### config.mk
export PLATFORM = sky130hd
export DESIGN_NAME = round_robin_thread_table
export DESIGN_NICKNAME = d
export VERILOG_FILES = /design/src/rtl/core/rrtt_pkg.sv /design/src/rtl/core/rrtt_slot_ram.sv /design/src/rtl/core/round_robin_thread_table.sv
export SDC_FILE = /design/constraint.sdc
export NUM_CORES = 1
export LEC_CHECK = 0
export BUFFER_PORTS_ARGS = -buffer_cell sky130_fd_sc_hd__buf_2
export CAP_MARGIN = 5
export CORE_MARGIN = 2
export CORE_UTILIZATION = 65
export DETAILED_ROUTE_END_ITERATION = 8
export HOLD_SLACK_MARGIN = 0.05
export PLACE_DENSITY = 0.83
export SLEW_MARGIN = 40
export SYNTH_ARGS = -nofsm -noshare
export SYNTH_HDL_FRONTEND = slang
export SYNTH_SLANG_ARGS = --single-unit
### constraint.sdc
create_clock -name clk -period 10.35 [get_ports clk]
set_clock_uncertainty 0.15 [all_clocks]
set_input_delay 2.07 -clock clk [delete_from_list [all_inputs] [get_ports clk]]
set_output_delay 2.07 -clock clk [all_outputs]
set_load 0.1 [all_outputs]
### src/rtl/core/rrtt_pkg.sv
`timescale 1ns / 1ps
// rrtt_pkg: types, sizes and codes shared by the round-robin thread table
// depends on nothing; imported by rrtt_slot_ram and round_robin_thread_table
package rrtt_pkg;

    localparam int SLOTS      = 8;
    localparam int ID_BITS    = 16;
    localparam int VALUE_BITS = 32;
    localparam int SLOT_BITS  = (SLOTS > 1) ? $clog2(SLOTS) : 1;
    localparam int JOIN_BITS  = $clog2(SLOTS + 1);
    localparam int CNT_BITS   = $clog2(SLOTS + 1);

    typedef logic [SLOT_BITS-1:0]  slot_idx_t;
    typedef logic [ID_BITS-1:0]    thread_id_t;
    typedef logic [VALUE_BITS-1:0] value_t;
    typedef logic [JOIN_BITS-1:0]  joiner_t;
    typedef logic [CNT_BITS-1:0]   scan_cnt_t;
    typedef logic [2:0]            slot_state_t;
    typedef logic [1:0]            opcode_t;
    typedef logic [1:0]            status_t;

    localparam slot_state_t ST_UNUSED   = 3'd0;
    localparam slot_state_t ST_RUNNABLE = 3'd1;
    localparam slot_state_t ST_RUNNING  = 3'd2;
    localparam slot_state_t ST_SLEEPING = 3'd3;
    localparam slot_state_t ST_ZOMBIE   = 3'd4;

    localparam opcode_t OP_CREATE = 2'd0;
    localparam opcode_t OP_EXIT   = 2'd1;
    localparam opcode_t OP_JOIN   = 2'd2;
    localparam opcode_t OP_YIELD  = 2'd3;

    localparam status_t STATUS_DONE    = 2'd0;
    localparam status_t STATUS_REFUSED = 2'd1;
    localparam status_t STATUS_WAITING = 2'd2;

    typedef struct packed {
        slot_state_t state;
        thread_id_t  id;
        joiner_t     joiner;
        value_t      value;
    } slot_rec_t;

    typedef struct packed {
        logic      rd_en;
        slot_idx_t rd_addr;
        logic      wr_en;
        slot_idx_t wr_addr;
        slot_rec_t wr_data;
    } ram_req_t;

    function automatic slot_rec_t reset_rec(slot_idx_t idx);
        slot_rec_t r;
        r = '0;
        if (idx == '0)
        begin
            r.state = ST_RUNNING;
            r.id    = ID_BITS'(1);
        end
        return r;
    endfunction

endpackage

### src/rtl/core/rrtt_slot_ram.sv
`timescale 1ns / 1ps
// rrtt_slot_ram: slot record memory, one read and one write port, registered read
// entries never written read as their reset record; depends on rrtt_pkg
module rrtt_slot_ram (
    input  logic                clk,
    input  logic                rst_n,
    input  rrtt_pkg::ram_req_t  req,
    output rrtt_pkg::slot_rec_t rd_data
);
    import rrtt_pkg::*;

    slot_rec_t        mem [SLOTS];
    slot_rec_t        rd_raw_reg;
    logic [SLOTS-1:0] valid_reg;
    logic             rd_valid_reg;
    slot_idx_t        rd_addr_reg;

    always_ff @(posedge clk)
    begin
        if (req.wr_en)
        begin
            mem[req.wr_addr] <= req.wr_data;
        end
        if (req.rd_en)
        begin
            rd_raw_reg <= mem[req.rd_addr];
        end
    end

    always_ff @(posedge clk or negedge rst_n)
    begin
        if (!rst_n)
        begin
            valid_reg    <= '0;
            rd_valid_reg <= 1'b0;
            rd_addr_reg  <= '0;
        end
        else
        begin
            if (req.wr_en)
            begin
                valid_reg[req.wr_addr] <= 1'b1;
            end
            if (req.rd_en)
            begin
                rd_valid_reg <= valid_reg[req.rd_addr];
                rd_addr_reg  <= req.rd_addr;
            end
        end
    end

    assign rd_data = rd_valid_reg ? rd_raw_reg : reset_rec(rd_addr_reg);

    a_no_rd_wr_overlap: assert property (@(posedge clk) disable iff (!rst_n)
        !(req.rd_en && req.wr_en))
        else $error("slot ram read and write in the same cycle");

endmodule

### src/rtl/core/round_robin_thread_table.sv
`timescale 1ns / 1ps
// round_robin_thread_table: thread slot table with a round-robin scheduler
// depends on rrtt_pkg and rrtt_slot_ram
//
// usage
//   req channel (req_valid / req_stall) carries one operation for the running
//   thread: opcode, target_id (join), exit_value (exit)
//   rsp channel (rsp_valid / rsp_stall) returns one result per operation:
//   status, created_id, joined_value, running_slot, running_id, switched
//   a transfer happens on a rising edge with valid high and stall low
//   one operation at a time: req_stall stays high from the request transfer until
//   the result is loaded; the table reads one slot per cycle from the slot ram
//   (current slot, then all SLOTS slots from the one after the current), then
//   writes back up to three slots, one per cycle, then registers the result
//   the next request is taken while a result still waits in the rsp register
//   a stalled result holds the last step; the block then waits before it
//   loads the next result
//   reset: slot 0 runs thread id 1, all other slots unused, next id 2;
//   no clearing pass, ready for a request right after reset
module round_robin_thread_table (
    input  logic                                clk,
    input  logic                                rst_n,
    input  logic                                req_valid,
    output logic                                req_stall,
    input  logic [1:0]                          opcode,
    input  logic [rrtt_pkg::ID_BITS-1:0]        target_id,
    input  logic [rrtt_pkg::VALUE_BITS-1:0]     exit_value,
    output logic                                rsp_valid,
    input  logic                                rsp_stall,
    output logic [1:0]                          status,
    output logic [rrtt_pkg::ID_BITS-1:0]        created_id,
    output logic [rrtt_pkg::VALUE_BITS-1:0]     joined_value,
    output logic [rrtt_pkg::SLOT_BITS-1:0]      running_slot,
    output logic [rrtt_pkg::ID_BITS-1:0]        running_id,
    output logic                                switched
);
    import rrtt_pkg::*;

    localparam logic [2:0] S_IDLE = 3'd0;
    localparam logic [2:0] S_CUR  = 3'd1;
    localparam logic [2:0] S_SCAN = 3'd2;
    localparam logic [2:0] S_WB0  = 3'd3;
    localparam logic [2:0] S_WB1  = 3'd4;
    localparam logic [2:0] S_WB2  = 3'd5;
    localparam logic [2:0] S_DONE = 3'd6;

    function automatic slot_idx_t slot_inc(slot_idx_t idx);
        return (idx == SLOT_BITS'(SLOTS - 1)) ? '0 : idx + 1'b1;
    endfunction

    // control
    logic [2:0]  state_reg, state_next;
    slot_idx_t   current_reg, current_next;
    thread_id_t  next_id_reg, next_id_next;
    scan_cnt_t   scan_cnt_reg, scan_cnt_next;
    logic        free_found_reg, free_found_next;
    logic        tgt_found_reg, tgt_found_next;
    logic        pick_found_reg, pick_found_next;
    logic        rsp_valid_reg, rsp_valid_next;

    // payload
    opcode_t     op_reg, op_next;
    thread_id_t  tid_reg, tid_next;
    value_t      val_reg, val_next;
    slot_rec_t   cur_rec_reg, cur_rec_next;
    slot_idx_t   rd_idx_reg, rd_idx_next;
    slot_idx_t   dat_idx_reg, dat_idx_next;
    slot_idx_t   free_idx_reg, free_idx_next;
    slot_idx_t   tgt_idx_reg, tgt_idx_next;
    slot_rec_t   tgt_rec_reg, tgt_rec_next;
    slot_idx_t   pick_idx_reg, pick_idx_next;
    slot_rec_t   pick_rec_reg, pick_rec_next;
    slot_rec_t   wake_rec_reg, wake_rec_next;
    status_t     status_reg, status_next;
    thread_id_t  created_id_reg, created_id_next;
    value_t      joined_value_reg, joined_value_next;
    slot_idx_t   running_slot_reg, running_slot_next;
    thread_id_t  running_id_reg, running_id_next;
    logic        switched_reg, switched_next;

    ram_req_t    ram_req;
    slot_rec_t   ram_rd;

    logic        wake_ok;
    slot_idx_t   wake_idx;
    joiner_t     self_link;
    slot_state_t eff_state;
    logic        create_ok, join_ok, join_reap, join_sleep, do_switch;
    slot_idx_t   new_cur;
    logic        wb_en;
    slot_idx_t   wb_idx;
    slot_rec_t   wb_base, wb_new;
    logic        rsp_load;

    rrtt_slot_ram u_slot_ram (
        .clk     (clk),
        .rst_n   (rst_n),
        .req     (ram_req),
        .rd_data (ram_rd)
    );

    assign wake_ok   = (cur_rec_reg.joiner != '0);
    assign wake_idx  = SLOT_BITS'(cur_rec_reg.joiner - JOIN_BITS'(1));
    assign self_link = JOIN_BITS'(current_reg) + JOIN_BITS'(1);

    assign create_ok  = (op_reg == OP_CREATE) && free_found_reg;
    assign join_ok    = (op_reg == OP_JOIN) && tgt_found_reg && (tgt_idx_reg != current_reg)
                        && ((tgt_rec_reg.joiner == '0) || (tgt_rec_reg.joiner == self_link));
    assign join_reap  = join_ok && (tgt_rec_reg.state == ST_ZOMBIE);
    assign join_sleep = join_ok && !join_reap;
    assign do_switch  = pick_found_reg
                        && ((op_reg == OP_EXIT) || (op_reg == OP_YIELD) || join_sleep);
    assign new_cur    = do_switch ? pick_idx_reg : current_reg;

    // slot state as the scheduler sees it after this operation's own changes
    always_comb
    begin
        eff_state = ram_rd.state;
        case (op_reg)
            OP_EXIT:
            begin
                if (dat_idx_reg == current_reg)
                    eff_state = ST_ZOMBIE;
                else if (wake_ok && dat_idx_reg == wake_idx && ram_rd.state == ST_SLEEPING)
                    eff_state = ST_RUNNABLE;
            end
            OP_JOIN:
            begin
                if (dat_idx_reg == current_reg)
                    eff_state = ST_SLEEPING;
            end
            OP_YIELD:
            begin
                if (dat_idx_reg == current_reg && ram_rd.state == ST_RUNNING)
                    eff_state = ST_RUNNABLE;
            end
            default:
            begin
                eff_state = ram_rd.state;
            end
        endcase
    end

    // write-back slot selection
    always_comb
    begin
        wb_en   = 1'b0;
        wb_idx  = current_reg;
        wb_base = cur_rec_reg;
        case (state_reg)
            S_WB0:
            begin
                wb_en = 1'b1;
            end
            S_WB1:
            begin
                case (op_reg)
                    OP_CREATE:
                    begin
                        wb_en   = free_found_reg;
                        wb_idx  = free_idx_reg;
                        wb_base = '0;
                    end
                    OP_EXIT:
                    begin
                        wb_en   = wake_ok;
                        wb_idx  = wake_idx;
                        wb_base = wake_rec_reg;
                    end
                    OP_JOIN:
                    begin
                        wb_en   = tgt_found_reg;
                        wb_idx  = tgt_idx_reg;
                        wb_base = tgt_rec_reg;
                    end
                    default:
                    begin
                        wb_en = 1'b0;
                    end
                endcase
            end
            S_WB2:
            begin
                wb_en   = do_switch;
                wb_idx  = pick_idx_reg;
                wb_base = pick_rec_reg;
            end
            default:
            begin
                wb_en = 1'b0;
            end
        endcase
    end

    // new slot record from its old record; same answer for a slot written twice
    always_comb
    begin
        wb_new = wb_base;
        if (create_ok && wb_idx == free_idx_reg)
        begin
            wb_new.state  = ST_RUNNABLE;
            wb_new.id     = next_id_reg;
            wb_new.joiner = '0;
            wb_new.value  = '0;
        end
        if (op_reg == OP_EXIT)
        begin
            if (wb_idx == current_reg)
            begin
                wb_new.state = ST_ZOMBIE;
                wb_new.value = val_reg;
            end
            else if (wake_ok && wb_idx == wake_idx && wb_base.state == ST_SLEEPING)
            begin
                wb_new.state = ST_RUNNABLE;
            end
        end
        if (join_ok && wb_idx == tgt_idx_reg)
        begin
            if (join_reap)
                wb_new = '0;
            else
                wb_new.joiner = self_link;
        end
        if (join_sleep && wb_idx == current_reg)
        begin
            wb_new.state = ST_SLEEPING;
        end
        if (op_reg == OP_YIELD && wb_idx == current_reg && wb_base.state == ST_RUNNING)
        begin
            wb_new.state = ST_RUNNABLE;
        end
        if (do_switch && wb_idx == pick_idx_reg)
        begin
            wb_new.state = ST_RUNNING;
        end
    end

    assign rsp_load = (state_reg == S_DONE) && (!rsp_valid_reg || !rsp_stall);

    always_comb
    begin
        state_next        = state_reg;
        current_next      = current_reg;
        next_id_next      = next_id_reg;
        scan_cnt_next     = scan_cnt_reg;
        free_found_next   = free_found_reg;
        tgt_found_next    = tgt_found_reg;
        pick_found_next   = pick_found_reg;
        rsp_valid_next    = rsp_valid_reg && rsp_stall;
        op_next           = op_reg;
        tid_next          = tid_reg;
        val_next          = val_reg;
        cur_rec_next      = cur_rec_reg;
        rd_idx_next       = rd_idx_reg;
        dat_idx_next      = dat_idx_reg;
        free_idx_next     = free_idx_reg;
        tgt_idx_next      = tgt_idx_reg;
        tgt_rec_next      = tgt_rec_reg;
        pick_idx_next     = pick_idx_reg;
        pick_rec_next     = pick_rec_reg;
        wake_rec_next     = wake_rec_reg;
        status_next       = status_reg;
        created_id_next   = created_id_reg;
        joined_value_next = joined_value_reg;
        running_slot_next = running_slot_reg;
        running_id_next   = running_id_reg;
        switched_next     = switched_reg;

        ram_req         = '0;
        ram_req.wr_en   = wb_en;
        ram_req.wr_addr = wb_idx;
        ram_req.wr_data = wb_new;

        case (state_reg)
            S_IDLE:
            begin
                if (req_valid)
                begin
                    op_next         = opcode;
                    tid_next        = target_id;
                    val_next        = exit_value;
                    ram_req.rd_en   = 1'b1;
                    ram_req.rd_addr = current_reg;
                    rd_idx_next     = slot_inc(current_reg);
                    state_next      = S_CUR;
                end
            end
            S_CUR:
            begin
                cur_rec_next    = ram_rd;
                ram_req.rd_en   = 1'b1;
                ram_req.rd_addr = rd_idx_reg;
                dat_idx_next    = rd_idx_reg;
                rd_idx_next     = slot_inc(rd_idx_reg);
                scan_cnt_next   = CNT_BITS'(1);
                free_found_next = 1'b0;
                tgt_found_next  = 1'b0;
                pick_found_next = 1'b0;
                state_next      = S_SCAN;
            end
            S_SCAN:
            begin
                if (eff_state == ST_RUNNABLE && !pick_found_reg)
                begin
                    pick_found_next = 1'b1;
                    pick_idx_next   = dat_idx_reg;
                    pick_rec_next   = ram_rd;
                end
                if (ram_rd.state == ST_UNUSED
                    && (!free_found_reg || dat_idx_reg < free_idx_reg))
                begin
                    free_found_next = 1'b1;
                    free_idx_next   = dat_idx_reg;
                end
                if (ram_rd.state != ST_UNUSED && ram_rd.id == tid_reg
                    && (!tgt_found_reg || dat_idx_reg < tgt_idx_reg))
                begin
                    tgt_found_next = 1'b1;
                    tgt_idx_next   = dat_idx_reg;
                    tgt_rec_next   = ram_rd;
                end
                if (dat_idx_reg == wake_idx)
                begin
                    wake_rec_next = ram_rd;
                end
                if (scan_cnt_reg == CNT_BITS'(SLOTS))
                begin
                    state_next = S_WB0;
                end
                else
                begin
                    ram_req.rd_en   = 1'b1;
                    ram_req.rd_addr = rd_idx_reg;
                    dat_idx_next    = rd_idx_reg;
                    rd_idx_next     = slot_inc(rd_idx_reg);
                    scan_cnt_next   = scan_cnt_reg + 1'b1;
                end
            end
            S_WB0:
            begin
                state_next = S_WB1;
            end
            S_WB1:
            begin
                state_next = S_WB2;
            end
            S_WB2:
            begin
                state_next = S_DONE;
            end
            S_DONE:
            begin
                if (rsp_load)
                begin
                    rsp_valid_next    = 1'b1;
                    created_id_next   = create_ok ? next_id_reg : '0;
                    joined_value_next = join_reap ? tgt_rec_reg.value : '0;
                    running_slot_next = new_cur;
                    running_id_next   = do_switch ? pick_rec_reg.id : cur_rec_reg.id;
                    switched_next     = do_switch && (pick_idx_reg != current_reg);
                    current_next      = new_cur;
                    if ((op_reg == OP_CREATE && !free_found_reg)
                        || (op_reg == OP_JOIN && !join_ok))
                        status_next = STATUS_REFUSED;
                    else if (join_sleep)
                        status_next = STATUS_WAITING;
                    else
                        status_next = STATUS_DONE;
                    if (create_ok)
                        next_id_next = (&next_id_reg) ? ID_BITS'(1) : next_id_reg + 1'b1;
                    state_next = S_IDLE;
                end
            end
            default:
            begin
                state_next = S_IDLE;
            end
        endcase
    end

    always_ff @(posedge clk or negedge rst_n)
    begin
        if (!rst_n)
        begin
            state_reg      <= S_IDLE;
            current_reg    <= '0;
            next_id_reg    <= ID_BITS'(2);
            scan_cnt_reg   <= '0;
            free_found_reg <= 1'b0;
            tgt_found_reg  <= 1'b0;
            pick_found_reg <= 1'b0;
            rsp_valid_reg  <= 1'b0;
        end
        else
        begin
            state_reg      <= state_next;
            current_reg    <= current_next;
            next_id_reg    <= next_id_next;
            scan_cnt_reg   <= scan_cnt_next;
            free_found_reg <= free_found_next;
            tgt_found_reg  <= tgt_found_next;
            pick_found_reg <= pick_found_next;
            rsp_valid_reg  <= rsp_valid_next;
        end
    end

    always_ff @(posedge clk)
    begin
        op_reg           <= op_next;
        tid_reg          <= tid_next;
        val_reg          <= val_next;
        cur_rec_reg      <= cur_rec_next;
        rd_idx_reg       <= rd_idx_next;
        dat_idx_reg      <= dat_idx_next;
        free_idx_reg     <= free_idx_next;
        tgt_idx_reg      <= tgt_idx_next;
        tgt_rec_reg      <= tgt_rec_next;
        pick_idx_reg     <= pick_idx_next;
        pick_rec_reg     <= pick_rec_next;
        wake_rec_reg     <= wake_rec_next;
        status_reg       <= status_next;
        created_id_reg   <= created_id_next;
        joined_value_reg <= joined_value_next;
        running_slot_reg <= running_slot_next;
        running_id_reg   <= running_id_next;
        switched_reg     <= switched_next;
    end

    assign req_stall    = (state_reg != S_IDLE);
    assign rsp_valid    = rsp_valid_reg;
    assign status       = status_reg;
    assign created_id   = created_id_reg;
    assign joined_value = joined_value_reg;
    assign running_slot = running_slot_reg;
    assign running_id   = running_id_reg;
    assign switched     = switched_reg;

    a_scan_length: assert property (@(posedge clk) disable iff (!rst_n)
        (state_reg == S_CUR) |-> ##(SLOTS + 1) (state_reg == S_WB0))
        else $error("slot scan did not take one cycle per slot");

    a_create_not_current: assert property (@(posedge clk) disable iff (!rst_n)
        (state_reg == S_WB1 && create_ok) |-> (free_idx_reg != current_reg))
        else $error("create picked the running slot");

    a_switch_has_id: assert property (@(posedge clk) disable iff (!rst_n)
        (rsp_valid_reg && switched_reg) |-> (running_id_reg != '0))
        else $error("switched to a slot without a thread id");

endmodule
==> results.md <==
- Outcome: completed
- Maximum operating frequency: 0.198 GHz
- Fraction of the mapped netlist area in compound gates: 0.0673
- Worst IR drop on VDD: 199 uV
- Category of the worst setup path capture point: flip-flop
- Biggest area contributors in the synthesized netlist: sky130_fd_sc_hd__edfxtp_1, sky130_fd_sc_hd__nand2_1, sky130_fd_sc_hd__nand3_1, sky130_fd_sc_hd__dfrtp_1, sky130_fd_sc_hd__and2_1
- Pwr Total: 12.6 mW
- Slowest stage cell on the critical path: sky130_fd_sc_hd__and4b_2
- Netlist cell types: 87
- Max_cap viols: 0
- Pin count of the biggest net entering global routing: 171
- Remaining Overflow, GRT: 0
- WL per Instance: 24.2 um
- Top delay family on crit path: simple AND/OR/NAND/NOR gates
- Largest fanout of any net on the critical path: 42
- H-tree levels: 3
- Clock root buffer: sky130_fd_sc_hd__clkbuf_16
- Combinational family with the most area after synthesis: simple AND/OR/NAND/NOR gates
- Initial Utilization: 0.656
- Leading cell types by count after synthesis: sky130_fd_sc_hd__edfxtp_1, sky130_fd_sc_hd__nand2_1, sky130_fd_sc_hd__nand3_1
- Leak Pwr: 14.2 nW
- Hold Violations, Final: 0
- Maximum cell stage delay along the critical path: 0.84 ns
- Most frequent cell on the critical path: sky130_fd_sc_hd__buf_4
- Area of the multi-input gates: 0.00891 sq mm
- Wire length after detailed routing: 87600 um
- TritonCTS clock tree: built
- First DRT Iteration DRCs: 3659
- Die span in x: 240 um
- Vias after detailed routing: 23527
- Length of the first detailed-routing pass in iterations: 6
- Sum Neg Setup Slack: 0 ns
- Number of antenna violations at the first check in global routing: 1
- Number of storage elements in the synthesis netlist: 892
- Total of endpoints with negative setup slack in the final report: 0
- Final Critical Period: 5.06 ns
- Parity-gate share of the synthesized area counting xor and xnor cells: 0.0126
- Routed Antenna Nets: 0
- Cell area after synthesis: 0.0362 sq mm
- Remaining max-slew budget at the tightest pin: 0.419
- Inserted Clock Buffers: 86
- Vertical die dimension: 240 um
- Net count of the finished layout: 2869
- Count of flip-flops with a built-in enable after synthesis: 850
- Transition time of the tightest slew-check pin: 0.863 ns
- Unrepaired setup endpoints after global routing: false
- Worst hold-check path type: reg2reg
- Antenna Cells: 0
- Ratio of cells with drive above 1 in the final layout: 0.133
- Via density per instance: 6.49
- Flip-flop count of the largest register, all copies and words added: 440
- Hold-fix buffers, CTS: 0
- Largest buffer count on any clock path: 3
- Most flops, register: u_slot_ram.mem
- Flip-flop and latch area: 0.0266 sq mm
- Core area: 0.0551 sq mm
- Most common flop cell mapped by yosys: sky130_fd_sc_hd__edfxtp_1
- Multiplexer area fraction after synthesis: 0.00910
- Top-count cell post-synth: sky130_fd_sc_hd__edfxtp_1
- Post-Synth Adder-Cell Area: 0.00415
- Critical Setup Path Class: reg2reg
- WP data required: 10.46 ns
- Total power per unit cell area: 312 mW/mm^2
- Proportion of synthesized flip-flops having asynchronous set or reset: 0.0471
- Source-to-sink clock delay at the later pin of the worst-skew pair: 0.65 ns
- First-pass GRT wire length: 132000 um
- Kind of launch point of the worst setup path: flip-flop
- Mapped Cells: 2708
- Fillcell total: 3211
- Number of global-route vias before repair: 23144
- Overall routing resource usage: 0.305
- Post CTS Setup Buffer Count: 0
- Die area: 0.0575 sq mm
- Sinks on Clock Net: 892
- Worst setup timing slack at the placement stage: 5.06 ns
- Count of warnings emitted by yosys: 0
- CTS clock-pin slew for the worst setup and hold paths: 0.06 ns
- List of cells traversed by the critical path: buf_4 > and2_1 > xnor2_1 > nand4_1 > nor4_1 > and4b_2 > buf_4
- Share of the synthesized area in the top cell type: 0.706
- Final Cycle Share: 0.489
- Final critical-path setup slack: 5.29 ns
- Syn_nets: 2774
- Post-synth top area cell: sky130_fd_sc_hd__edfxtp_1
- DRC violation count after routing: 0
- Final slew viol count: 0
- Quantity of gates resized following cts: 0
- WP buf/inv: 2
- Simple-gate area share of the yosys netlist: 0.150
- Routability congestion estimate: 0.900
- Mean area per synthesized cell: 13.4 sq um
- Sequential share of the synthesized area: 0.735
- Number of top-level pins: 126
- DP Wirelength: 47400 um
- Arrival time of data at the critical path endpoint: 5.17 ns
- Synth-to-Final Area Change: 11.7%
- IO buf count: 125
- Std cell rows: 86
cells in the final DEF (no fill, tap or decap), drive strengths merged, types with 4 or more instances in the layout:
cell type	netlist	routed
a211oi	29	29
a21o	10	10
a21oi	34	34
a221o	18	18
a221oi	39	39
a22o	5	5
a22oi	27	27
a31o	5	5
a31oi	4	4
and2	104	104
and3	11	11
buf	76	166
bufinv	0	11
clkbuf	86	105
clkinv	0	39
clkinvlp	0	4
dfrtp	41	41
edfxtp	850	850
ha	12	12
inv	16	20
mux2	25	25
mux2i	4	4
nand2	633	633
nand2b	12	12
nand3	288	288
nand4	14	14
nor2	85	85
nor2b	9	9
nor3	13	13
nor4	7	7
o211ai	5	5
o21a	5	5
o21ai	133	133
o22ai	4	4
o2bb2ai	4	4
or3	8	8
xnor2	34	34
xor2	18	18
final timing paths:
check | slack, ns | depth (start not counted) | to | from
setup / recovery | 5.29 | 7 | tgt_rec_reg[18]$_DFFE_PP_ | u_slot_ram.rd_valid_reg$_DFFE_PN0P_
hold reg to reg | 0.33 | 1 | u_slot_ram.valid_reg[0]$_DFFE_PN0P_ | u_slot_ram.valid_reg[0]$_DFFE_PN0P_
min in group asynchronous | 1.28 | 1 | next_id_reg[0]$_DFFE_PN0P_ | rst_n
max in group asynchronous | 8.35 | 1 | state_reg[0]$_DFFE_PN0P_ | rst_n
hold / removal | 0.33 | 1 | u_slot_ram.valid_reg[0]$_DFFE_PN0P_ | u_slot_ram.valid_reg[0]$_DFFE_PN0P_
setup reg to reg | 5.29 | 7 | tgt_rec_reg[18]$_DFFE_PP_ | u_slot_ram.rd_valid_reg$_DFFE_PN0P_
worst reg2reg max path: stages (launching register included):
cell	delay [ns]
sky130_fd_sc_hd__dfrtp_1	0.71
sky130_fd_sc_hd__buf_4	0.64
sky130_fd_sc_hd__and2_1	0.42
sky130_fd_sc_hd__xnor2_1	0.17
sky130_fd_sc_hd__nand4_1	0.24
sky130_fd_sc_hd__nor4_1	0.78
sky130_fd_sc_hd__and4b_2	0.84
sky130_fd_sc_hd__buf_4	0.71
cells by family after synthesis:
group	after synthesis
adders and majority gates	12
and+or+nand+nor	1198
AOI/OAI and AO/OA	347
muxes	29
xor gates and xnor gates	52
DFF	892
buffers and inverters	178
metal layers:
metal,part of all wire,up-vias,global-route usage
met5,0.00015,-,0
met4,0.030,2,0.121
met3,0.13,232,0.0675
met1,0.37,11420,0.421
li1,-,10141,-
met2,0.47,1732,0.481
per-stage QoR:
| step | area [sq um] | std cells | hold WS [ns] | utilization |
|---|---|---|---|---|
| 6_report | 40400 | 3623 | 0.327 | 0.733 |
| 5_1_grt | 40400 | 3623 | 0.333 | 0.733 |
| 4_1_cts | 40400 | 3623 | 0.324 | 0.733 |
| 3_5_place_dp | 37500 | 3463 | 0.311 | 0.681 |
| 3_3_place_gp | 37400 | 3460 | 0.298 | 0.679 |
| 2_1_floorplan | 36200 | 2708 | 0.286 | - |
cell type report:
type                       count  area share
clock buffer                 102      0.0553
clock inverter                58      0.0151
inverter                      16     0.00149
multi-input combinational   1638       0.221
sequential                   892       0.658
tap                          748      0.0232
timing repair buffer         169      0.0262
report_power, final:
part	leakage, nW	switching [mW]	internal [mW]	total, mW
combinational	4.55	2.96	1.04	3.99
sequential	8.30	0.249	5.19	5.44
clock	1.38	1.33	1.83	3.16
total	14.2	4.53	8.05	12.6
No activity file was read; power rests on OpenSTA's default activity.
